--- config.mk ---
export PLATFORM = sky130hd
export DESIGN_NAME = decimal_digit_display_scan_top
export DESIGN_NICKNAME = d
export VERILOG_FILES = /design/src/rtl/ddscan_pkg.sv /design/src/rtl/decimal_digit_display_scan_top.sv
export VERILOG_INCLUDE_DIRS = /design/src /design/src/rtl
export SDC_FILE = /design/constraint.sdc
export NUM_CORES = 1
export LEC_CHECK = 0
export ABC_AREA = 0
export BUFFER_PORTS_ARGS = -buffer_cell sky130_fd_sc_hd__buf_2
export CAP_MARGIN = 20
export CELL_PAD_IN_SITES_DETAIL_PLACEMENT = 2
export CELL_PAD_IN_SITES_GLOBAL_PLACEMENT = 2
export CORE_AREA = 5 5 108 110
export CTS_CLUSTER_DIAMETER = 200
export CTS_CLUSTER_SIZE = 20
export DETAILED_ROUTE_END_ITERATION = 6
export DIE_AREA = 0 0 113 115
export GPL_ROUTABILITY_DRIVEN = 0
export PLACE_DENSITY_LB_ADDON = 0.1
export SLEW_MARGIN = 20
export SYNTH_ARGS = -nofsm -noshare
export SYNTH_HDL_FRONTEND = slang
export SYNTH_SLANG_ARGS = --single-unit
export TNS_END_PERCENT = 100
--- constraint.sdc ---
create_clock -name clk -period 1.84 [get_ports clk]
set_input_delay 0.368 -clock clk [delete_from_list [all_inputs] [get_ports clk]]
set_output_delay 0.368 -clock clk [all_outputs]
set_load 0.05 [all_outputs]
--- src/rtl/decimal_digit_display_scan_top_assert.svh ---
// Assertion macros for the decimal digit display scan block.
`ifndef DECIMAL_DIGIT_DISPLAY_SCAN_TOP_ASSERT_SVH
`define DECIMAL_DIGIT_DISPLAY_SCAN_TOP_ASSERT_SVH
`ifndef ASSERT_OFF
`define DDS_ASSERT_IMPL(label, clk, rst_n, ante, cons) \
	label: assert property (@(posedge clk) disable iff (!rst_n) (ante) |-> (cons)) \
		else $error("assertion failed");
`define DDS_ASSERT_NEXT(label, clk, rst_n, ante, cons) \
	label: assert property (@(posedge clk) disable iff (!rst_n) (ante) |=> (cons)) \
		else $error("assertion failed");
`else
`define DDS_ASSERT_IMPL(label, clk, rst_n, ante, cons)
`define DDS_ASSERT_NEXT(label, clk, rst_n, ante, cons)
`endif
`endif

--- src/rtl/ddscan_pkg.sv ---
// Package with widths, codes and sequencer states of the decimal digit display scan.
package ddscan_pkg;
	localparam int VALUE_W        = 16;
	localparam int COUNT_W        = 4;
	localparam int POS_W          = 3;
	localparam int CODE_W         = 4;
	localparam int BCD_DIGITS     = 5;
	localparam int BCD_W          = BCD_DIGITS * CODE_W;
	localparam int STEP_W         = 4;
	localparam int S_TDATA_W      = 24;
	localparam int M_TDATA_W      = 8;
	localparam int MAX_DIGITS_DEF = 8;

	localparam logic [CODE_W-1:0] BLANK_CODE = 4'd10;
	localparam logic [CODE_W-1:0] ADJ_LIMIT  = 4'd5;
	localparam logic [CODE_W-1:0] ADJ_ADD    = 4'd3;

	typedef enum logic [1:0] {
		ST_IDLE,
		ST_CONV,
		ST_EMIT
	} state_t;
endpackage

--- src/rtl/decimal_digit_display_scan_top.sv ---
// Decimal digit display scan: binary to BCD conversion and digit-by-digit result stream.
//
// Takes a 16-bit unsigned value and a digit count (0 acts as 1, counts above MAX_DIGITS
// saturate) and returns one transaction per used position, highest first, with leading
// zeros blanked (code 10) and tlast on position 0. A value passes through one load step,
// sixteen shift-add-3 iterations of the five per-digit BCD correction units, then one
// digit result per cycle while the sink keeps tready high. The block takes a new value
// only once the last digit of the previous one has been taken.
`include "decimal_digit_display_scan_top_assert.svh"

module decimal_digit_display_scan_top #(
	parameter int MAX_DIGITS = ddscan_pkg::MAX_DIGITS_DEF
) (
	input  logic                             clk,
	input  logic                             arst_n,
	input  logic                             s_tvalid,
	output logic                             s_tready,
	// [15:0] value, [19:16] digit_count, [23:20] zero
	input  logic [ddscan_pkg::S_TDATA_W-1:0] s_tdata,
	output logic                             m_tvalid,
	input  logic                             m_tready,
	// [2:0] digit_position, [6:3] digit_code, [7] zero
	output logic [ddscan_pkg::M_TDATA_W-1:0] m_tdata,
	output logic                             m_tlast
);

	ddscan_pkg::state_t state_q, state_next;

	logic [ddscan_pkg::VALUE_W-1:0]                           bin_q;
	logic [ddscan_pkg::BCD_DIGITS-1:0][ddscan_pkg::CODE_W-1:0] bcd_q;
	logic [ddscan_pkg::BCD_DIGITS-1:0][ddscan_pkg::CODE_W-1:0] bcd_adj;
	logic [ddscan_pkg::BCD_W-1:0]                             adj_flat;
	logic [ddscan_pkg::BCD_W-1:0]                             bcd_next;
	logic [ddscan_pkg::STEP_W-1:0]                            step_q;
	logic [ddscan_pkg::POS_W-1:0]                             pos_q;
	logic [ddscan_pkg::POS_W-1:0]                             pos_load;
	logic                                                     leading_q;
	logic [ddscan_pkg::COUNT_W-1:0]                           count_in;
	logic [ddscan_pkg::CODE_W-1:0]                            digit;
	logic [ddscan_pkg::CODE_W-1:0]                            code;
	logic                                                     blank;
	logic                                                     s_acc;
	logic                                                     m_acc;

	assign s_acc    = s_tvalid && s_tready;
	assign m_acc    = m_tvalid && m_tready;
	assign count_in = s_tdata[ddscan_pkg::VALUE_W +: ddscan_pkg::COUNT_W];

	always_comb begin
		priority if (count_in == '0) begin
			pos_load = '0;
		end else if (count_in > ddscan_pkg::COUNT_W'(MAX_DIGITS)) begin
			pos_load = ddscan_pkg::POS_W'(MAX_DIGITS - 1);
		end else begin
			pos_load = ddscan_pkg::POS_W'(count_in - 1'b1);
		end
	end

	always_comb begin
		for (int i = 0; i < ddscan_pkg::BCD_DIGITS; i++) begin
			bcd_adj[i] = (bcd_q[i] >= ddscan_pkg::ADJ_LIMIT) ?
				bcd_q[i] + ddscan_pkg::ADJ_ADD : bcd_q[i];
		end
		adj_flat = bcd_adj;
		bcd_next = {adj_flat[ddscan_pkg::BCD_W-2:0], bin_q[ddscan_pkg::VALUE_W-1]};
	end

	always_comb begin
		digit = (pos_q < ddscan_pkg::POS_W'(ddscan_pkg::BCD_DIGITS)) ? bcd_q[pos_q] : '0;
		blank = leading_q && (pos_q != '0) && (digit == '0);
		code  = blank ? ddscan_pkg::BLANK_CODE : digit;
	end

	always_comb begin
		state_next = state_q;
		unique case (state_q)
			ddscan_pkg::ST_IDLE: begin
				if (s_tvalid) state_next = ddscan_pkg::ST_CONV;
			end
			ddscan_pkg::ST_CONV: begin
				if (step_q == '0) state_next = ddscan_pkg::ST_EMIT;
			end
			ddscan_pkg::ST_EMIT: begin
				if (m_tready && pos_q == '0) state_next = ddscan_pkg::ST_IDLE;
			end
			default: state_next = ddscan_pkg::ST_IDLE;
		endcase
	end

	always_comb begin
		s_tready = (state_q == ddscan_pkg::ST_IDLE);
		m_tvalid = (state_q == ddscan_pkg::ST_EMIT);
		m_tdata  = {1'b0, code, pos_q};
		m_tlast  = (pos_q == '0);
	end

	always_ff @(posedge clk or negedge arst_n) begin
		if (!arst_n) begin
			state_q <= ddscan_pkg::ST_IDLE;
		end else begin
			state_q <= state_next;
		end
	end

	always_ff @(posedge clk) begin
		if (s_acc) begin
			bin_q     <= s_tdata[ddscan_pkg::VALUE_W-1:0];
			bcd_q     <= '0;
			step_q    <= '1;
			pos_q     <= pos_load;
			leading_q <= 1'b1;
		end else if (state_q == ddscan_pkg::ST_CONV) begin
			bin_q  <= {bin_q[ddscan_pkg::VALUE_W-2:0], 1'b0};
			bcd_q  <= bcd_next;
			step_q <= step_q - 1'b1;
		end else if (m_acc) begin
			pos_q     <= pos_q - 1'b1;
			leading_q <= blank;
		end
	end

	`DDS_ASSERT_IMPL(a_ready_excl, clk, arst_n, s_tready, !m_tvalid)
	`DDS_ASSERT_NEXT(a_busy_after_acc, clk, arst_n, s_acc, !s_tready && !m_tvalid)
	`DDS_ASSERT_NEXT(a_idle_after_last, clk, arst_n, m_acc && m_tlast, s_tready)
	`DDS_ASSERT_IMPL(a_pos0_not_blank, clk, arst_n, m_tvalid && m_tlast, code != ddscan_pkg::BLANK_CODE)

endmodule
# Yosys cells after proc, flatten, opt, wreduce, memory -nomap -nowiden
# Cells that the tools add are included.
word_totals:
  out_inout_bits: 11
  word_cells: 69
  reg_bits: 46
  inputBits: 28
op_classes:
  bitwise_logic: 1
  reduce_logical: 16
  n_lt_le_gt_ge: 8
  add_sub_neg: 8
  n_eq_ne: 6
  n_mux: 20
ops:
  columns: ["op", "count"]
  rows:
  - ["$mux W16", 2]
  - ["$mux W4", 7]
  - ["$ge A4 B3 Y1 const B", 5]
  - ["$mux W3", 6]
  - ["$add A4 B2 Y4 const B", 4]
  - ["$bmux W4 S3", 1]
  - ["$logic_not A4 Y1", 3]
  - ["$mux W2", 3]
  - ["$ne A2 B2 Y1 const B", 3]
  - ["$pmux W2 S3", 1]
  - ["$sub A3 B1 Y3 const B", 2]
  - ["$logic_and A1 B1 Y1", 5]
  - ["$gt A4 B4 Y1 const B", 1]
  - ["$lt A3 B4 Y1 const B", 1]
  - ["$reduce_and A2 Y1", 2]
  - ["$reduce_bool A2 Y1", 2]
  - ["$sub A4 B1 Y4 const B", 1]
  - ["$add A3 B2 Y3 const B", 1]
  - ["$logic_not A3 Y1", 1]
  - ["$lt A3 B3 Y1 const B", 1]
  - ["$reduce_and A3 Y1", 1]
  - ["$reduce_bool A3 Y1", 1]
  - ["$eq A2 B1 Y1 const B", 1]
  - ["$eq A2 B2 Y1 const B", 1]
  - ["other kinds (3)", 3]

# Logic depth before layout (Yosys ltp)
depth:
  word_depth: 6
  depth_mapped: 7
  mapped_depth_nobuf: 6

# Least setup slack after synthesis
# No wires, ideal clock.
synth_timing:
  kind: "reg2out"
  start: "reg pos_q[0] (netlist bit)"
  end: "out m_tdata[4] (netlist bit)"
  path_slack_ns: -1.076
  t_arrival_ns: 2.548
  n_path_buf: 1
  required_ns: 1.472
  stages_incl_launch_ff: 8
  path_cell_list: "edfxtp_1 > buf_2 > inv_1 > ha_1 > or3b_4 > o22ai_2 > o221ai_2 > o21bai_1"
synth_between:
  elab_chain_len: 6
  elab_cells_between_ends: 9
  cone_classes: "1 x order compare; 4 x mux; 4 x reduce/logical"
synth_lines:
  columns: ["item", "line", "rtl"]
  rows:
  - ["start, declared", "decimal_digit_display_scan_top.sv:35", "logic [ddscan_pkg::POS_W-1:0] pos_q;"]
  - ["start signal, assigned", "decimal_digit_display_scan_top.sv:110", "pos_q <= pos_load;"]
  - ["start signal, assigned", "decimal_digit_display_scan_top.sv:117", "pos_q <= pos_q - 1'b1;"]
  - ["$bmux W4 S3", "decimal_digit_display_scan_top.sv:69", "digit = (pos_q < ddscan_pkg::POS_W'(ddscan_pkg::BCD_DIGITS)) ? bcd_q[pos_q] : '0;"]
  - ["$mux W4 (implied by the code)", "decimal_digit_display_scan_top.sv:69", null]
  - ["$mux W4", "decimal_digit_display_scan_top.sv:69", null]
  - ["$logic_not A4 Y1", "decimal_digit_display_scan_top.sv:70", "blank = leading_q && (pos_q != '0) && (digit == '0);"]
  - ["$logic_and A1 B1 Y1", "decimal_digit_display_scan_top.sv:70", null]
  - ["$mux W4 (*)", "decimal_digit_display_scan_top.sv:71", "code = blank ? ddscan_pkg::BLANK_CODE : digit;"]
  - ["end, declared", "decimal_digit_display_scan_top.sv:23", "output logic [ddscan_pkg::M_TDATA_W-1:0] m_tdata,"]
# Mark *: on every way between the ends. The rest lies on a longest branch, timed or not. The select of a mux whose other input is x is not followed.

# Worst setup path after layout
layout_timing:
  start: "reg pos_q[1] (netlist bit)"
  end: "out m_tdata[4] (netlist bit)"
# Same word-level chain as after synthesis.

==> impl_metrics.toml <==
[setup_path]
r2r_start = "pos_q[1]$_DFFE_PP_"
slowest_delay_ps = 510
path_cells = "inv_6 > ha_4 > or3b_4 > o22ai_4 > o221ai_4 > o21bai_4 > buf_8"
worstRegToRegCells = 6
cp-start-kind = "flip-flop"
crit_type = "flip-flop to primary output"
critical_path_required_ps = 1470
slowest_stage = "edfxtp_1"
r2r_end = "leading_q$_SDFFE_PN1P_"
r2r_setup_slack_ps = 150
worst_setup_path_end_kind = "primary output"
path_max_fanout = 5
crit_arrival_ps = 1980

[cells_and_area]
utilization = 0.319
postLayoutCellArea_sq_um = 3380
antennaDiodeCount = 0
n_fill_cell = 1217
syn_to_final_growth_pct = 30.8
drive_gt1_frac = 0.310
fin_nets = 389
fin_cells = 488

[power_and_ir_drop]
combPwrFrac = 0.523
p_switching_mw = 2.29
p_sw_frac = 0.403
power_density_nw_per_um2 = 1680
clkPwrFrac = 0.137
p_leak_nw = 1.48
p_int_mw = 3.39
ir_drop_uv = 468
pwr-share-seq = 0.339

[synth]
synth_area_leaders = "edfxtp_1, dfxtp_1, nand2_1"
async_flop_share = 0.0435
syn_nets = 326
synth_edf_count = 19
seq_area_frac_synth = 0.434
yosys_warnings = 0
synth.distinct_cells = 42
synth_cells = 284
yosysTopAreaCell = "edfxtp_1"
synth_top_area_share = 0.221
synthesis.area_sq_um = 2580
ys.flop_type = "dfxtp_1"
ys_seq_elements = 46
synth_area_per_cell_sq_um = 9.10

[placed_design]
place_worst_setup_slack_ps = -356
dpl.cell_count = 477
post-dp-hpwl_mm = 5.44
port_buffers = 33
place_area_sq_um = 3180

[sta]
finalSetupViolCount = 4
min_period_over_period = 1.27
finalWorstSetupSlack_ps = -505
maxSlewViolCount = 0
min_period_ps = 2350
finalHoldViolations = 0
rsz0062_at_grt = "true"
hold_slack_ps = 318
skew_ps = 8.82
max_freq_mhz = 426

[floorplanning]
ios = 39
core_area_sq_um = 10600
die_area_sq_um = 13000
rows = 38
initial_core_util = 0.244
die_w_microns = 113
dieHeight_microns = 115

[clock_network]
htreeDepth = 2
cts_made_buffers = 5
cts.sinks = 46
clk_path_buf_depth = 2
cts_tree = "yes"
clock_latency_ps = 300
clk_pin_slew_ps = 100
cts_root_buf = "clkbuf_8"

[run]
maxCapViolCount = 0

[drt]
vias = 2222
dr.pass1.iters = 4
ant_nets = 0
viasPerCell = 4.55
drc = 0
drtIter0Drc = 50
wl_mm = 7.04
wl_per_cell_microns = 14.4

[worst_hold_path]
hp-start = "s_tdata[14]"
hold_path_end = "bin_q[14]$_DFFE_PP_"
hold_path.class = "input pin to flip-flop"
hold_depth = 3

[global_route]
met2_usage = 0.211
track_usage = 0.115
grt_max_degree = 38
grt_pass1_wl_mm = 12.0
met1_usage = 0.139
grt-busiest-layer = "met2"
overflow = 0
grt_pass1_vias = 2475
met3_usage = 0.0211
antenna_found_initial = 0

[outcome]
violations = "setup timing"
run_status = "finished with violations"
[worst max-delay path, delay by kind of cell (launching register included)]
kind | cells | cell delay [ps]
AO/OA/AOI/OAI | 3 | 430
adder cells (fa/ha/maj) | 1 | 160
buffers and inverters | 2 | 210
flip-flops | 1 | 510
AND/OR/NAND/NOR | 1 | 380
[layout make-up]
| class | instances | area, sq um | share of cell area |
|---|---|---|---|
| clock buffers | 6 | 72.6 | 0.0215 |
| clock inverters | 2 | 37.5 | 0.0111 |
| inverters | 17 | 68.8 | 0.0204 |
| multi-input cells | 207 | 1410 | 0.419 |
| flip-flops and latches | 46 | 1120 | 0.332 |
| well taps | 140 | 175 | 0.0519 |
| repair buffers | 70 | 489 | 0.145 |
[synthesized netlist by cell type (8+ instances only)]
master	instances
a21oi_1	17
buf_2	9
dfxtp_1	25
edfxtp_1	19
ha_1	14
inv_1	17
nand2_1	60
nand2b_1	10
nand3_1	15
nor2_1	10
o21ai_0	23
xnor2_1	8
[cells in the final DEF (no fill, tap or decap), types with 3 or more instances in the layout]
cell type / n
a21oi_1: 17
nor2_1: 9
xnor2_1: 8
a22oi_2: 3
ha_1: 13
xor2_1: 4
inv_1: 15
o32ai_1: 4
dfxtp_1: 25
nand2b_1: 10
buf_2: 28
mux2_2: 7
buf_4: 37
clkbuf_8: 5
nand2_1: 59
o21ai_0: 23
nand3_1: 15
edfxtp_1: 19
nor2b_1: 3
[sequential cells by signal, summed over array words and instances (netlist names)]
signal / count
state_q: 2
bcd_q: 20
pos_q: 3
step_q: 4
bin_q: 16
leading_q: 1
[through the flow]
stage | setup TNS [ps] | power, mW
final | -1600 | 5.67
after global routing | -2030 | 6.21
after CTS | -1760 | 5.80
after detailed placement | -788 | 4.88
after floorplan | -2280 | 3.87
after global placement | -776 | 4.78
[metal layers]
| metal | wire length, microns | up-vias |
|---|---|---|
| li1 | - | 1098 |
| met4 | 61 | 0 |
| met2 | 3620 | 20 |
| met1 | 3240 | 1099 |
| met5 | 0 | - |
| met3 | 113 | 5 |
[power by group through the flow]
stage / Sequential (mW) / Combinational, mW / Clock, mW
after CTS: 1.95 / 3.02 / 0.835
final: 1.93 / 2.97 / 0.780
after global routing: 1.99 / 3.35 / 0.863
after detailed placement: 1.97 / 2.91 / 0
after global placement: 1.96 / 2.82 / 0
after floorplan: 1.93 / 1.94 / 0
[worst max-delay path by stage]
stage,slack [ps],to,from
3_3_place_gp,-350,m_tdata[4],pos_q[1]$_DFFE_PP_
5_1_grt,-620,m_tdata[4],pos_q[1]$_DFFE_PP_
2_1_floorplan,-650,m_tdata[4],pos_q[1]$_DFFE_PP_
4_1_cts,-550,m_tdata[4],pos_q[1]$_DFFE_PP_
6_report,-510,m_tdata[4],pos_q[1]$_DFFE_PP_
3_5_place_dp,-360,m_tdata[4],pos_q[1]$_DFFE_PP_
[cells by family (layout without fill, tap and decap cells)]
logic type	Yosys count	after routing	synth area share
flops	46	46	0.434
compound gates	60	60	0.150
simple gates	108	108	0.192
fa+ha+maj	14	14	0.0678
xor+xnor	12	12	0.0407
mux	12	12	0.0586
buf+inv	31	95	0.0552
other cells	1	1	0.00145
[what timing repair did]
item	4_1_cts	5_1_grt
hold buffers	1	0
pin swaps	3	0
gates cloned	0	0
resized for setup	14	2
buffers inserted	2	0
endpoints found under the setup margin	5	5
endpoints found under the hold margin	2	0
Note: power is estimated with default switching activity, not from simulation.
